File: src/rtl/core/ssf_pkg.sv
package ssf_pkg;

	// Command codes carried in the input tuser bit.
	localparam logic CMD_INIT = 1'b0;
	localparam logic CMD_SHOW = 1'b1;

	// Slot kinds carried in the output tuser field.
	localparam logic [1:0] KIND_START = 2'd0;
	localparam logic [1:0] KIND_DATA  = 2'd1;
	localparam logic [1:0] KIND_ACK   = 2'd2;
	localparam logic [1:0] KIND_STOP  = 2'd3;

	// Fixed bytes of the display protocol.
	localparam logic [7:0] BYTE_DATA_CMD = 8'h40;
	localparam logic [7:0] BYTE_CTRL_CMD = 8'h88;
	localparam logic [7:0] BYTE_ADDR_CMD = 8'hC0;

	// Number handling: saturation limit and binary width after clamping.
	localparam int          NUM_W       = 14;
	localparam logic [15:0] MAX_NUMBER  = 16'd9999;
	localparam logic [3:0]  DABBLE_STEPS = 4'd14;

	// Bits per byte before the ack slot, and the last digit byte index.
	localparam logic [3:0] ACK_POS       = 4'd8;
	localparam logic [2:0] LAST_DIGIT_IX = 3'd4;

	localparam logic [2:0] BRIGHTNESS_RESET = 3'd7;

	// One queued command: its code and four BCD digits, thousands on top.
	typedef struct packed {
		logic        cmd;
		logic [15:0] bcd;
	} ssf_entry_t;

	// Queue status seen by both sides.
	typedef struct packed {
		logic full;
		logic empty;
	} ssf_qstat_t;

	// Segment pattern for one decimal digit.
	function automatic logic [7:0] seg_code(input logic [3:0] digit);
		logic [7:0] code;
		unique case (digit)
			4'd0: code = 8'h3F;
			4'd1: code = 8'h06;
			4'd2: code = 8'h5B;
			4'd3: code = 8'h4F;
			4'd4: code = 8'h66;
			4'd5: code = 8'h6D;
			4'd6: code = 8'h7D;
			4'd7: code = 8'h07;
			4'd8: code = 8'h7F;
			4'd9: code = 8'h6F;
			default: code = 8'h00;
		endcase
		return code;
	endfunction

endpackage

File: src/rtl/core/seven_segment_number_serial_framer_top.sv
// Serial framer for a four-digit seven-segment display driver.
// The input stream (s_*) takes one command per transaction: s_tuser selects
// initialise (0) or show number (1), s_tdata carries the number.
// The output stream (m_*) gives one bit slot per transaction: m_tuser is the
// slot kind (start, data bit, ack, stop), m_tdata bit 0 the data line level,
// and m_tlast marks the final slot of a command's run.
// An initialise command gives 22 slots, a show command 47 slots; the back
// end emits one slot per cycle while the receiver is ready, and the next
// run goes through the idle state when the queue is empty, or follows
// straight on when a command is already queued.
// The front end converts a number to decimal with one shift-and-add step
// per cycle, hidden behind the previous run; initialise commands skip it.
// A two-entry queue sits between converter and slot sequencer, so input
// transactions are taken while the receiver stalls until the queue fills.
// A stalled receiver holds the current slot; nothing is lost or repeated.
// The user must write the brightness register through cfg_* while idle;
// the block does not enforce it. Reset sets it to 7, empties the queue and
// the output, and no clearing pass follows.
module seven_segment_number_serial_framer_top (
	input  logic        clk,
	input  logic        arst_n,
	input  logic        s_tvalid,
	output logic        s_tready,
	input  logic [15:0] s_tdata,   // [15:0] number
	input  logic        s_tuser,   // [0] cmd
	output logic        m_tvalid,
	input  logic        m_tready,
	output logic [7:0]  m_tdata,   // [0] data_level, [7:1] zero
	output logic [1:0]  m_tuser,   // [1:0] slot_kind
	output logic        m_tlast,
	input  logic        cfg_valid,
	output logic        cfg_ready,
	input  logic [2:0]  cfg_data
);
	import ssf_pkg::*;

	logic [2:0] bright_q;
	ssf_entry_t push_data;
	ssf_entry_t pop_data;
	ssf_qstat_t qstat;
	logic       push;
	logic       pop;
	logic       level;

	assign cfg_ready = 1'b1;
	assign m_tdata   = {7'd0, level};

	// Brightness register.
	always_ff @(posedge clk or negedge arst_n) begin
		if (!arst_n) begin
			bright_q <= BRIGHTNESS_RESET;
		end else if (cfg_valid && cfg_ready) begin
			bright_q <= cfg_data;
		end
	end

	ssf_front u_front (
		.clk       (clk),
		.arst_n    (arst_n),
		.in_valid  (s_tvalid),
		.in_ready  (s_tready),
		.in_cmd    (s_tuser),
		.in_number (s_tdata),
		.qstat     (qstat),
		.push      (push),
		.push_data (push_data)
	);

	ssf_queue u_queue (
		.clk       (clk),
		.arst_n    (arst_n),
		.push      (push),
		.push_data (push_data),
		.pop       (pop),
		.pop_data  (pop_data),
		.qstat     (qstat)
	);

	ssf_back u_back (
		.clk        (clk),
		.arst_n     (arst_n),
		.brightness (bright_q),
		.qstat      (qstat),
		.pop_data   (pop_data),
		.pop        (pop),
		.out_valid  (m_tvalid),
		.out_ready  (m_tready),
		.out_kind   (m_tuser),
		.out_level  (level),
		.out_last   (m_tlast)
	);

`ifndef SYNTHESIS
	// The queue is never written while full nor read while empty.
	a_no_overflow: assert property (@(posedge clk) disable iff (!arst_n)
		!(push && qstat.full && !pop))
		else $error("queue written while full");
	a_no_underflow: assert property (@(posedge clk) disable iff (!arst_n)
		!(pop && qstat.empty))
		else $error("queue read while empty");
	// The end of a run is always a stop slot.
	a_last_is_stop: assert property (@(posedge clk) disable iff (!arst_n)
		m_tvalid && m_tlast |-> m_tuser == KIND_STOP)
		else $error("last slot is not a stop");
	// Only data bit slots drive the data line high.
	a_level_data_only: assert property (@(posedge clk) disable iff (!arst_n)
		m_tvalid && (m_tuser != KIND_DATA) |-> m_tdata[0] == 1'b0)
		else $error("data level set on a non-data slot");
	// A configuration write lands in the brightness register.
	a_cfg_taken: assert property (@(posedge clk) disable iff (!arst_n)
		cfg_valid && cfg_ready |=> bright_q == $past(cfg_data))
		else $error("brightness write lost");
`endif

endmodule

File: src/rtl/core/ssf_front.sv
module ssf_front (
	input  logic               clk,
	input  logic               arst_n,
	input  logic               in_valid,
	output logic               in_ready,
	input  logic               in_cmd,
	input  logic [15:0]        in_number,
	input  ssf_pkg::ssf_qstat_t qstat,
	output logic               push,
	output ssf_pkg::ssf_entry_t push_data
);
	import ssf_pkg::*;

	logic              busy_q;
	logic              cmd_q;
	logic [NUM_W-1:0]  bin_q;
	logic [15:0]       bcd_q;
	logic [3:0]        step_q;
	logic              accept;
	logic [NUM_W-1:0]  clamped;
	logic [15:0]       bcd_adj;

	// A finished command leaves as the next one may come in.
	assign push     = busy_q && (step_q == 4'd0) && !qstat.full;
	assign in_ready = !busy_q || push;
	assign accept   = in_valid && in_ready;

	assign push_data.cmd = cmd_q;
	assign push_data.bcd = bcd_q;

	// Saturate the number so that it fits four decimal digits.
	assign clamped = (in_number > MAX_NUMBER) ? MAX_NUMBER[NUM_W-1:0]
		: in_number[NUM_W-1:0];

	// Add three to every digit of five or more before the shift.
	always_comb begin
		for (int i = 0; i < 4; i++) begin
			if (bcd_q[i*4 +: 4] >= 4'd5) begin
				bcd_adj[i*4 +: 4] = bcd_q[i*4 +: 4] + 4'd3;
			end else begin
				bcd_adj[i*4 +: 4] = bcd_q[i*4 +: 4];
			end
		end
	end

	// Shift-and-add conversion, one bit of the number per cycle.
	always_ff @(posedge clk or negedge arst_n) begin
		if (!arst_n) begin
			busy_q <= 1'b0;
			step_q <= 4'd0;
		end else if (accept) begin
			busy_q <= 1'b1;
			step_q <= (in_cmd == CMD_SHOW) ? DABBLE_STEPS : 4'd0;
		end else if (push) begin
			busy_q <= 1'b0;
		end else if (busy_q && (step_q != 4'd0)) begin
			step_q <= step_q - 4'd1;
		end
	end

	always_ff @(posedge clk) begin
		if (accept) begin
			cmd_q <= in_cmd;
			bin_q <= clamped;
			bcd_q <= 16'd0;
		end else if (busy_q && (step_q != 4'd0)) begin
			bcd_q <= {bcd_adj[14:0], bin_q[NUM_W-1]};
			bin_q <= {bin_q[NUM_W-2:0], 1'b0};
		end
	end

endmodule

File: src/rtl/core/ssf_queue.sv
module ssf_queue (
	input  logic                clk,
	input  logic                arst_n,
	input  logic                push,
	input  ssf_pkg::ssf_entry_t push_data,
	input  logic                pop,
	output ssf_pkg::ssf_entry_t pop_data,
	output ssf_pkg::ssf_qstat_t qstat
);
	import ssf_pkg::*;

	ssf_entry_t  mem_q [2];
	logic        wptr_q;
	logic        rptr_q;
	logic [1:0]  cnt_q;

	assign qstat.full  = (cnt_q == 2'd2);
	assign qstat.empty = (cnt_q == 2'd0);
	assign pop_data    = mem_q[rptr_q];

	// Pointers and fill level of the two-entry queue.
	always_ff @(posedge clk or negedge arst_n) begin
		if (!arst_n) begin
			wptr_q <= 1'b0;
			rptr_q <= 1'b0;
			cnt_q  <= 2'd0;
		end else begin
			if (push) begin
				wptr_q <= !wptr_q;
			end
			if (pop) begin
				rptr_q <= !rptr_q;
			end
			if (push && !pop) begin
				cnt_q <= cnt_q + 2'd1;
			end else if (pop && !push) begin
				cnt_q <= cnt_q - 2'd1;
			end
		end
	end

	always_ff @(posedge clk) begin
		if (push) begin
			mem_q[wptr_q] <= push_data;
		end
	end

endmodule

File: src/rtl/core/ssf_back.sv
module ssf_back (
	input  logic                clk,
	input  logic                arst_n,
	input  logic [2:0]          brightness,
	input  ssf_pkg::ssf_qstat_t qstat,
	input  ssf_pkg::ssf_entry_t pop_data,
	output logic                pop,
	output logic                out_valid,
	input  logic                out_ready,
	output logic [1:0]          out_kind,
	output logic                out_level,
	output logic                out_last
);
	import ssf_pkg::*;

	typedef enum logic [3:0] {
		ST_IDLE  = 4'b0001,
		ST_START = 4'b0010,
		ST_BYTE  = 4'b0100,
		ST_STOP  = 4'b1000
	} state_t;

	state_t      state_q, state_d;
	logic        cur_cmd_q;
	logic [15:0] cur_bcd_q;
	logic        frame_q, frame_d;
	logic [2:0]  byte_ix_q, byte_ix_d;
	logic [3:0]  bit_q, bit_d;
	logic        load;
	logic        adv;
	logic        emit;
	logic [1:0]  kind;
	logic        level;
	logic        last;
	logic [3:0]  digit;
	logic [7:0]  cur_byte;
	logic        frame_last_byte;

	// The output register takes a new slot whenever it is free or drained.
	assign adv = !out_valid || out_ready;

	// Pick the digit for the current byte, thousands first.
	always_comb begin
		unique case (byte_ix_q)
			3'd1: digit = cur_bcd_q[15:12];
			3'd2: digit = cur_bcd_q[11:8];
			3'd3: digit = cur_bcd_q[7:4];
			default: digit = cur_bcd_q[3:0];
		endcase
	end

	// The byte that is being serialised.
	always_comb begin
		if (cur_cmd_q == CMD_INIT) begin
			cur_byte = frame_q ? (BYTE_CTRL_CMD | {5'd0, brightness}) : BYTE_DATA_CMD;
		end else if (byte_ix_q == 3'd0) begin
			cur_byte = BYTE_ADDR_CMD;
		end else begin
			cur_byte = seg_code(digit);
		end
	end

	assign frame_last_byte = (cur_cmd_q == CMD_INIT) || (byte_ix_q == LAST_DIGIT_IX);

	// Slot sequencer.
	always_comb begin
		state_d   = state_q;
		frame_d   = frame_q;
		byte_ix_d = byte_ix_q;
		bit_d     = bit_q;
		pop       = 1'b0;
		load      = 1'b0;
		emit      = 1'b0;
		kind      = KIND_START;
		level     = 1'b0;
		last      = 1'b0;
		unique case (state_q)
			ST_IDLE: begin
				if (!qstat.empty) begin
					pop     = 1'b1;
					load    = 1'b1;
					state_d = ST_START;
				end
			end
			ST_START: begin
				if (adv) begin
					emit    = 1'b1;
					kind    = KIND_START;
					bit_d   = 4'd0;
					state_d = ST_BYTE;
				end
			end
			ST_BYTE: begin
				if (adv) begin
					emit = 1'b1;
					if (bit_q == ACK_POS) begin
						kind  = KIND_ACK;
						bit_d = 4'd0;
						if (frame_last_byte) begin
							state_d = ST_STOP;
						end else begin
							byte_ix_d = byte_ix_q + 3'd1;
						end
					end else begin
						kind  = KIND_DATA;
						level = cur_byte[bit_q[2:0]];
						bit_d = bit_q + 4'd1;
					end
				end
			end
			ST_STOP: begin
				if (adv) begin
					emit = 1'b1;
					kind = KIND_STOP;
					last = (cur_cmd_q == CMD_SHOW) || frame_q;
					if ((cur_cmd_q == CMD_INIT) && !frame_q) begin
						frame_d   = 1'b1;
						byte_ix_d = 3'd0;
						state_d   = ST_START;
					end else if (!qstat.empty) begin
						pop     = 1'b1;
						load    = 1'b1;
						state_d = ST_START;
					end else begin
						state_d = ST_IDLE;
					end
				end
			end
			default: begin
				state_d = ST_IDLE;
			end
		endcase
	end

	always_ff @(posedge clk or negedge arst_n) begin
		if (!arst_n) begin
			state_q   <= ST_IDLE;
			frame_q   <= 1'b0;
			byte_ix_q <= 3'd0;
			bit_q     <= 4'd0;
			out_valid <= 1'b0;
		end else begin
			state_q <= state_d;
			bit_q   <= bit_d;
			if (load) begin
				frame_q   <= 1'b0;
				byte_ix_q <= 3'd0;
			end else begin
				frame_q   <= frame_d;
				byte_ix_q <= byte_ix_d;
			end
			if (emit) begin
				out_valid <= 1'b1;
			end else if (out_ready) begin
				out_valid <= 1'b0;
			end
		end
	end

	// Command payload and output slot payload.
	always_ff @(posedge clk) begin
		if (load) begin
			cur_cmd_q <= pop_data.cmd;
			cur_bcd_q <= pop_data.bcd;
		end
		if (emit) begin
			out_kind  <= kind;
			out_level <= level;
			out_last  <= last;
		end
	end

endmodule

File: config.mk
export PLATFORM = sky130hd
export DESIGN_NAME = seven_segment_number_serial_framer_top
export DESIGN_NICKNAME = d
export VERILOG_FILES = /design/src/rtl/core/ssf_pkg.sv /design/src/rtl/core/seven_segment_number_serial_framer_top.sv /design/src/rtl/core/ssf_front.sv /design/src/rtl/core/ssf_queue.sv /design/src/rtl/core/ssf_back.sv
export SDC_FILE = /design/constraint.sdc
export NUM_CORES = 1
export LEC_CHECK = 0
export BUFFER_PORTS_ARGS = -buffer_cell sky130_fd_sc_hd__buf_4
export CAP_MARGIN = 20
export CORE_ASPECT_RATIO = 1.2
export CORE_UTILIZATION = 50
export CTS_BUF_LIST = sky130_fd_sc_hd__clkbuf_4 sky130_fd_sc_hd__clkbuf_8
export CTS_CLUSTER_DIAMETER = 80
export CTS_CLUSTER_SIZE = 12
export DETAILED_ROUTE_END_ITERATION = 12
export PLACE_DENSITY_LB_ADDON = 0.2
export SYNTH_ARGS = -nofsm -noshare
export SYNTH_HDL_FRONTEND = slang
export SYNTH_SLANG_ARGS = --single-unit
export TNS_END_PERCENT = 100
File: constraint.sdc
create_clock -name clk -period 4.1 [get_ports clk]
set_input_delay 0.41 -clock clk [delete_from_list [all_inputs] [get_ports clk]]
set_output_delay 0.41 -clock clk [all_outputs]
set_load 0.1 [all_outputs]
==> flow_summary.json, run 1 <==
{
  "grt_first_pass_wirelength_um": 15100,
  "fillers": 937,
  "async_flop_share_pct": 22.5,
  "die_w_um": 96.5,
  "wl_per_cell_um": 14.2,
  "yosys_most_used_dff": "edfxtp_1",
  "clk_latency_ns": 0.36,
  "critical_path_class": "flop to flop",
  "p_per_area_nw_per_um2": 723,
  "num_vias": 3449,
  "worst_setup_path_start_kind": "flop",
  "synth_xor_area_share_pct": 2.78,
  "setup_viol": 0,
  "io_buffers": 30,
  "cp_slowest_cell": "dfrtp_1",
  "ys_seq_area_share_pct": 56.9,
  "synth_edf_count": 70,
  "p_leak_nw": 2.29,
  "fin_nets": 548,
  "hold_class": "primary input to flop",
  "dieArea_um2": 11100,
  "fin_crit_ns": 3.21,
  "drive_gt1_share_pct": 18.0,
  "syn_avg_cell_area_um2": 11.2,
  "fin_setup_tns_ns": 0,
  "htreeDepth": 3,
  "critPathRequiredTime_ns": 4.29,
  "grt_remaining_overflow": 0,
  "n_antenna_cell": 0,
  "io_pins": 39,
  "cp_max_fo": 10,
  "cts.clk_slew.worst_paths_ns": 0.11,
  "worstPathCellList": "inv_1, ha_1, a22o_1, or3_1, o211ai_2, inv_1, ha_1, xnor2_1, nor2_1, a31oi_1, a21oi_1, or3_1, a221oi_2",
  "drtPass1Iterations": 6,
  "clock_sinks": 111,
  "routabilityCongestion": 0.826,
  "grt_max_degree": 28,
  "cts_tree": "done",
  "ys_types": 59,
  "cts-root-buf": "clkbuf_8",
  "die_h_um": 115,
  "drt_wl_total_um": 9050,
  "dp_hpwl_um": 6450,
  "fmax_ghz": 0.312,
  "worstSetupEndpointType": "flop",
  "wl_met3_um": 259,
  "grt_setup_unrepaired": "false",
  "yosysWarningCount": 0,
  "m1WireLength_um": 4060,
  "slew_viol_final": 0,
  "post-route-worst-setup-slack_ns": 0.893,
  "antenna_left": 0,
  "synth-simple-area-share_pct": 13.9,
  "pre_cts_slack_ns": 0.922,
  "status": "complete, no violations",
  "cts_inserted_buffers": 9,
  "critPathMaxStageDelay_ns": 0.51,
  "synth_top_family_by_area": "simple AND/OR/NAND/NOR gates",
  "syn2layout_area_growth_pct": 8.35,
  "synth_mux_area_share_pct": 4.78,
  "grt_usage_pct": 17.6,
  "worstPathArrival_ns": 3.40,
  "core_area_um2": 10500,
  "synthCells": 478,
  "dr_wl_met2_um": 4560,
  "start_util_pct": 51.2,
  "tightest_slew_ns": 0.964,
  "grt_pass1_vias": 3222,
  "synth_fa_ha_area_share_pct": 5.13,
  "antenna_found_initial": 0,
  "drc": 0,
  "synth_compound_area_share_pct": 11.5,
  "clock_skew_ns": 0.0155,
  "vdd_ir_drop_max_uv": 294,
  "period_share_pct": 78.2,
  "ys_ff_latch": 111,
  "drt_iter0_markers": 151,
  "finalPower_mw": 4.20,
  "clock_path_buffers": 2,
  "maxSlewHeadroom_pct": 35.6,
  "maxUsedRoutingLayer": "met4",
  "cap_viol_max_count": 0,
  "num_rows": 41,
  "finalHoldViolCount": 0,
  "syn_area_um2": 5360,
  "drt-vias-per-instance": 5.43
}
==> flip-flops by register name, indices dropped and copies added (netlist names), 2 cells and up <==
name              count
u_queue.mem_q        34
u_back.cur_bcd_q     16
u_front.bcd_q        16
u_front.bin_q        14
u_back.bit_q          4
u_back.state_q        4
u_front.step_q        4
bright_q              3
u_back.byte_ix_q      3
u_back.out_kind       2
u_queue.cnt_q         2
==> layer usage <==
| layer | global-route usage [%] | vias to the layer above |
|---|---|---|
| li1 | - | 1731 |
| met1 | 21.7 | 1634 |
| met2 | 30.4 | 72 |
| met3 | 3.41 | 12 |
| met4 | 6.86 | 0 |
| met5 | 0 | - |
==> synthesized netlist by cell type (9+ instances only) <==
cell / count / area share (%)
a21oi_1: 29 / 2.7
buf_4: 9 / 1.3
clkbuf_1: 15 / 1.0
dfrtp_1: 21 / 9.8
dfxtp_1: 16 / 6.0
edfxtp_1: 70 / 39
ha_1: 22 / 5.1
inv_1: 22 / 1.5
mux2_2: 21 / 4.4
nand2_1: 54 / 3.8
nand2b_1: 9 / 1.0
nand3_1: 20 / 1.9
nor2_1: 33 / 2.3
o21ai_0: 31 / 2.9
xnor2_1: 11 / 1.8
==> final timing paths <==
path / to / cells after the start / slack (ns) / from
worst max-delay path: u_back.out_level / 13 / 0.89 / u_back.byte_ix_q[2]
worst min-delay path: u_front.busy_q / 2 / 0.25 / s_tvalid
worst max register to register: u_back.out_level / 13 / 0.89 / u_back.byte_ix_q[2]
worst min register to register: u_queue.mem_q[1][16] / 0 / 0.46 / u_front.cmd_q
max in group asynchronous: u_back.state_q[0] / 2 / 3.29 / arst_n
min in group asynchronous: u_queue.rptr_q / 2 / 0.49 / arst_n
==> worst max-delay path, delay by kind of cell (launching register included) <==
kind,cells,cell delay (ns)
compound gates,5,0.81
simple gates,3,0.75
xor+xnor,1,0.16
fa+ha+maj,2,0.55
buf+inv,2,0.26
flops,1,0.51
==> power by group <==
group	leakage (nW)	switching, mW	internal, mW
Combinational	1.09	0.953	0.618
Sequential	1.11	0.342	1.71
Clock	0.0866	0.346	0.240
==> stage by stage <==
step           hold slack, ns  instances  area [um2]  utilization [%]
2_1_floorplan           0.114        484        5390                -
3_3_place_gp            0.336        618        5630             53.8
3_5_place_dp            0.341        618        5630             53.8
4_1_cts                 0.227        635        5810             55.5
5_1_grt                 0.222        635        5810             55.5
6_report                0.246        635        5810             55.5
==> area by class of cell <==
type / instances / area (um2) / share of cell area [%]
multi-input combinational: 321 / 2070 / 35.7
clock inverter: 4 / 25.0 / 0.431
tap: 129 / 161 / 2.78
timing repair buffer: 35 / 265 / 4.57
clock buffer: 12 / 146 / 2.52
sequential: 111 / 3050 / 52.5
inverter: 23 / 86.3 / 1.49
==> cells in the final DEF (no fill, tap or decap), types with 6 or more instances in the layout <==
master	Yosys	layout
dfrtp_1	21	21
mux2_2	21	21
inv_1	22	22
xnor2_1	11	11
xor2_1	6	6
a21oi_1	29	29
edfxtp_1	70	70
clkbuf_8	0	9
o21ai_0	31	31
nor2_1	33	33
nand2_1	54	54
buf_4	9	34
ha_1	22	22
nand2b_1	9	9
conb_1	2	8
a31oi_1	7	7
nand3_1	20	20
dfxtp_1	16	16
nor3_1	7	7
==> logic make-up (layout without fill, tap and decap cells) <==
logic type | Yosys count | after routing
adder cells (fa/ha/maj) | 22 | 22
other | 2 | 8
AND/OR/NAND/NOR | 152 | 152
AO/OA/AOI/OAI | 99 | 99
buffers and inverters | 52 | 74
multiplexers | 23 | 23
XOR/XNOR | 17 | 17
flip-flops | 111 | 111
==> timing repair <==
item                      4_1_cts  5_1_grt
resized for setup               0        0
hold endpoints to repair       21        0
hold buffers                    1        0
setup buffers                   0        0
Power figures use the tool's default switching activity.
==> inputs of run 2 (changes only) <==
==> constraint.sdc (replaced) <==
create_clock -name clk -period 2.6 [get_ports clk]
set_input_delay 0.26 -clock clk [delete_from_list [all_inputs] [get_ports clk]]
set_output_delay 0.26 -clock clk [all_outputs]
set_load 0.1 [all_outputs]
==> flow_summary.json, run 2 (synthesis gave the netlist of run 1 again) <==
{
  "dp_hpwl_um": 6690,
  "r2r-start": "u_back.byte_ix_q[0]",
  "hold_class": "primary input to flop",
  "drt-vias-per-instance": 5.39,
  "reg.largest.list": "u_queue.mem_q: 34 flops, u_back.cur_bcd_q: 16 flops, u_front.bcd_q: 16 flops",
  "fin_setup_tns_ns": -0.180,
  "violations": "setup timing",
  "start_util_pct": 51.2,
  "placed_cells": 641,
  "n_antenna_cell": 0,
  "drive_gt1_share_pct": 23.1,
  "p_per_area_nw_per_um2": 1150,
  "largest_reg_flops": 34,
  "core_area_um2": 10500,
  "die_w_um": 96.5,
  "power.internal_mw": 4.34,
  "grt_usage_pct": 18.9,
  "cap_viol_max_count": 0,
  "vdd_ir_drop_max_uv": 496,
  "combPwrFrac_pct": 38.4,
  "fmax_ghz": 0.360,
  "syn2layout_area_growth_pct": 13.4,
  "hp-start": "s_tvalid",
  "setup_viol": 1,
  "stdcell_count": 658,
  "status": "finished with violations",
  "die_h_um": 115,
  "grt_setup_unrepaired": "true",
  "dieArea_um2": 11100,
  "seqPwrFrac_pct": 45.6,
  "period_share_pct": 107,
  "num_vias": 3546,
  "worstPathArrival_ns": 3.00,
  "grt_pass1_vias": 3449,
  "critical_path_class": "flop to flop",
  "drt_iter0_markers": 111,
  "clock_sinks": 111,
  "top_register": "u_queue.mem_q",
  "maxSlewHeadroom_pct": 37.5,
  "worst-r2r-setup-slack_ns": -0.18,
  "htreeDepth": 3,
  "r2r-end": "u_back.out_level",
  "worstSetupEndpointType": "flop",
  "mostFrequentLayoutCell": "edfxtp_1",
  "clock_power_share_pct": 16.1,
  "worstHoldPathCells": 2,
  "antenna_left": 0,
  "drtPass1Iterations": 4,
  "io_buffers": 30,
  "placed_area_um2": 5820,
  "cts-root-buf": "clkbuf_8",
  "switchingPower_mw": 2.68,
  "wl_per_cell_um": 14.2,
  "drt_wl_total_um": 9320,
  "tightest_slew_ns": 0.935,
  "slew_viol_final": 0,
  "p_leak_nw": 2.42,
  "clock_skew_ns": 0.0126,
  "post-route-worst-setup-slack_ns": -0.180,
  "clk_latency_ns": 0.38,
  "clock_path_buffers": 2,
  "fin_nets": 571,
  "final_cell_mix": "edfxtp_1 (70), buf_4 (57), nand2_1 (53)",
  "cts.clk_slew.worst_paths_ns": 0.11,
  "grt_first_pass_wirelength_um": 16100,
  "num_rows": 41,
  "sw_frac_of_total_pct": 38.2,
  "cts_inserted_buffers": 9,
  "worst_setup_path_start_kind": "flop",
  "r2r.worst_path.cells": 13,
  "fin_crit_ns": 2.78,
  "grt_remaining_overflow": 0,
  "cts_tree": "done",
  "drc": 0,
  "critPathRequiredTime_ns": 2.82,
  "cp_max_fo": 3,
  "holdPathEnd": "u_front.busy_q",
  "final_area_um2": 6080,
  "finish.utilization_pct": 58.1,
  "routabilityCongestion": 0.791,
  "antenna_found_initial": 0,
  "io_pins": 39,
  "grt_max_degree": 28,
  "finalHoldViolCount": 0
}
-- run 2: final cells by class --
| type | count | area, um2 |
|---|---|---|
| Multi-Input combinational cell | 321 | 2120 |
| Inverter | 23 | 91.3 |
| Timing Repair Buffer | 58 | 438 |
| Sequential cell | 111 | 3050 |
| Fill cell | 924 | 4380 |
| Clock inverter | 7 | 95.1 |
| Tap cell | 129 | 161 |
| Clock buffer | 9 | 124 |
-- run 2: layer usage --
metal / vias to the layer above / wire, um / global-route usage [%]
met3: 10 / 229 / 3.54
li1: 1780 / - / -
met2: 47 / 4960 / 34.6
met4: 0 / 126 / 5.88
met5: - / 0 / 0
met1: 1709 / 4000 / 22.1
-- run 2: power groups by stage --
stage | Clock, mW | Sequential, mW | Combinational (mW)
after global placement | 0 | 3.20 | 2.59
after detailed placement | 0 | 3.23 | 2.69
after CTS | 1.14 | 3.19 | 2.72
after global routing | 1.22 | 3.29 | 3.06
after floorplan | 0 | 3.13 | 2.09
final | 1.13 | 3.19 | 2.69
-- run 2: per-stage QoR --
stage | power, mW | hold slack [ns] | setup WS, ns
after detailed placement | 5.92 | 0.189 | -0.244
final | 7.01 | 0.0838 | -0.180
after floorplan | 5.22 | -0.0356 | -0.214
after global routing | 7.57 | 0.0743 | -0.303
after CTS | 7.06 | 0.0741 | -0.191
after global placement | 5.79 | 0.183 | -0.184
-- run 2: repair_timing --
action                                  CTS  global route
endpoints found under the hold margin    21             0
resized for setup                         4             3
pin swaps                                 2             1
hold buffers                              1             0
buffers inserted                          0             0
endpoints found under the setup margin    1            16
-- run 2: worst max-delay path by stage --
stage                                   start                to  slack [ns]  cells after the start
after CTS                 u_back.byte_ix_q[1]  u_back.out_level       -0.19                     13
final                     u_back.byte_ix_q[0]  u_back.out_level       -0.18                     13
after global placement    u_back.byte_ix_q[0]  u_back.out_level       -0.18                     13
after detailed placement  u_back.byte_ix_q[0]  u_back.out_level       -0.24                     13
after global routing      u_back.byte_ix_q[0]  u_back.out_level       -0.30                     13
after floorplan           u_back.byte_ix_q[1]  u_back.out_level       -0.21                     13
-- run 2: worst max-delay path, stage by stage (launching register included) --
cell and delay [ns]:
dfrtp_1 0.41, ha_2 0.21, ha_4 0.16, a22o_1 0.21, or3_1 0.32, o211ai_2 0.09, inv_2 0.07, ha_4 0.27
xnor2_2 0.09, nor2_1 0.05, a31oi_1 0.14, a21oi_1 0.08, or3_1 0.32, a221oi_2 0.21
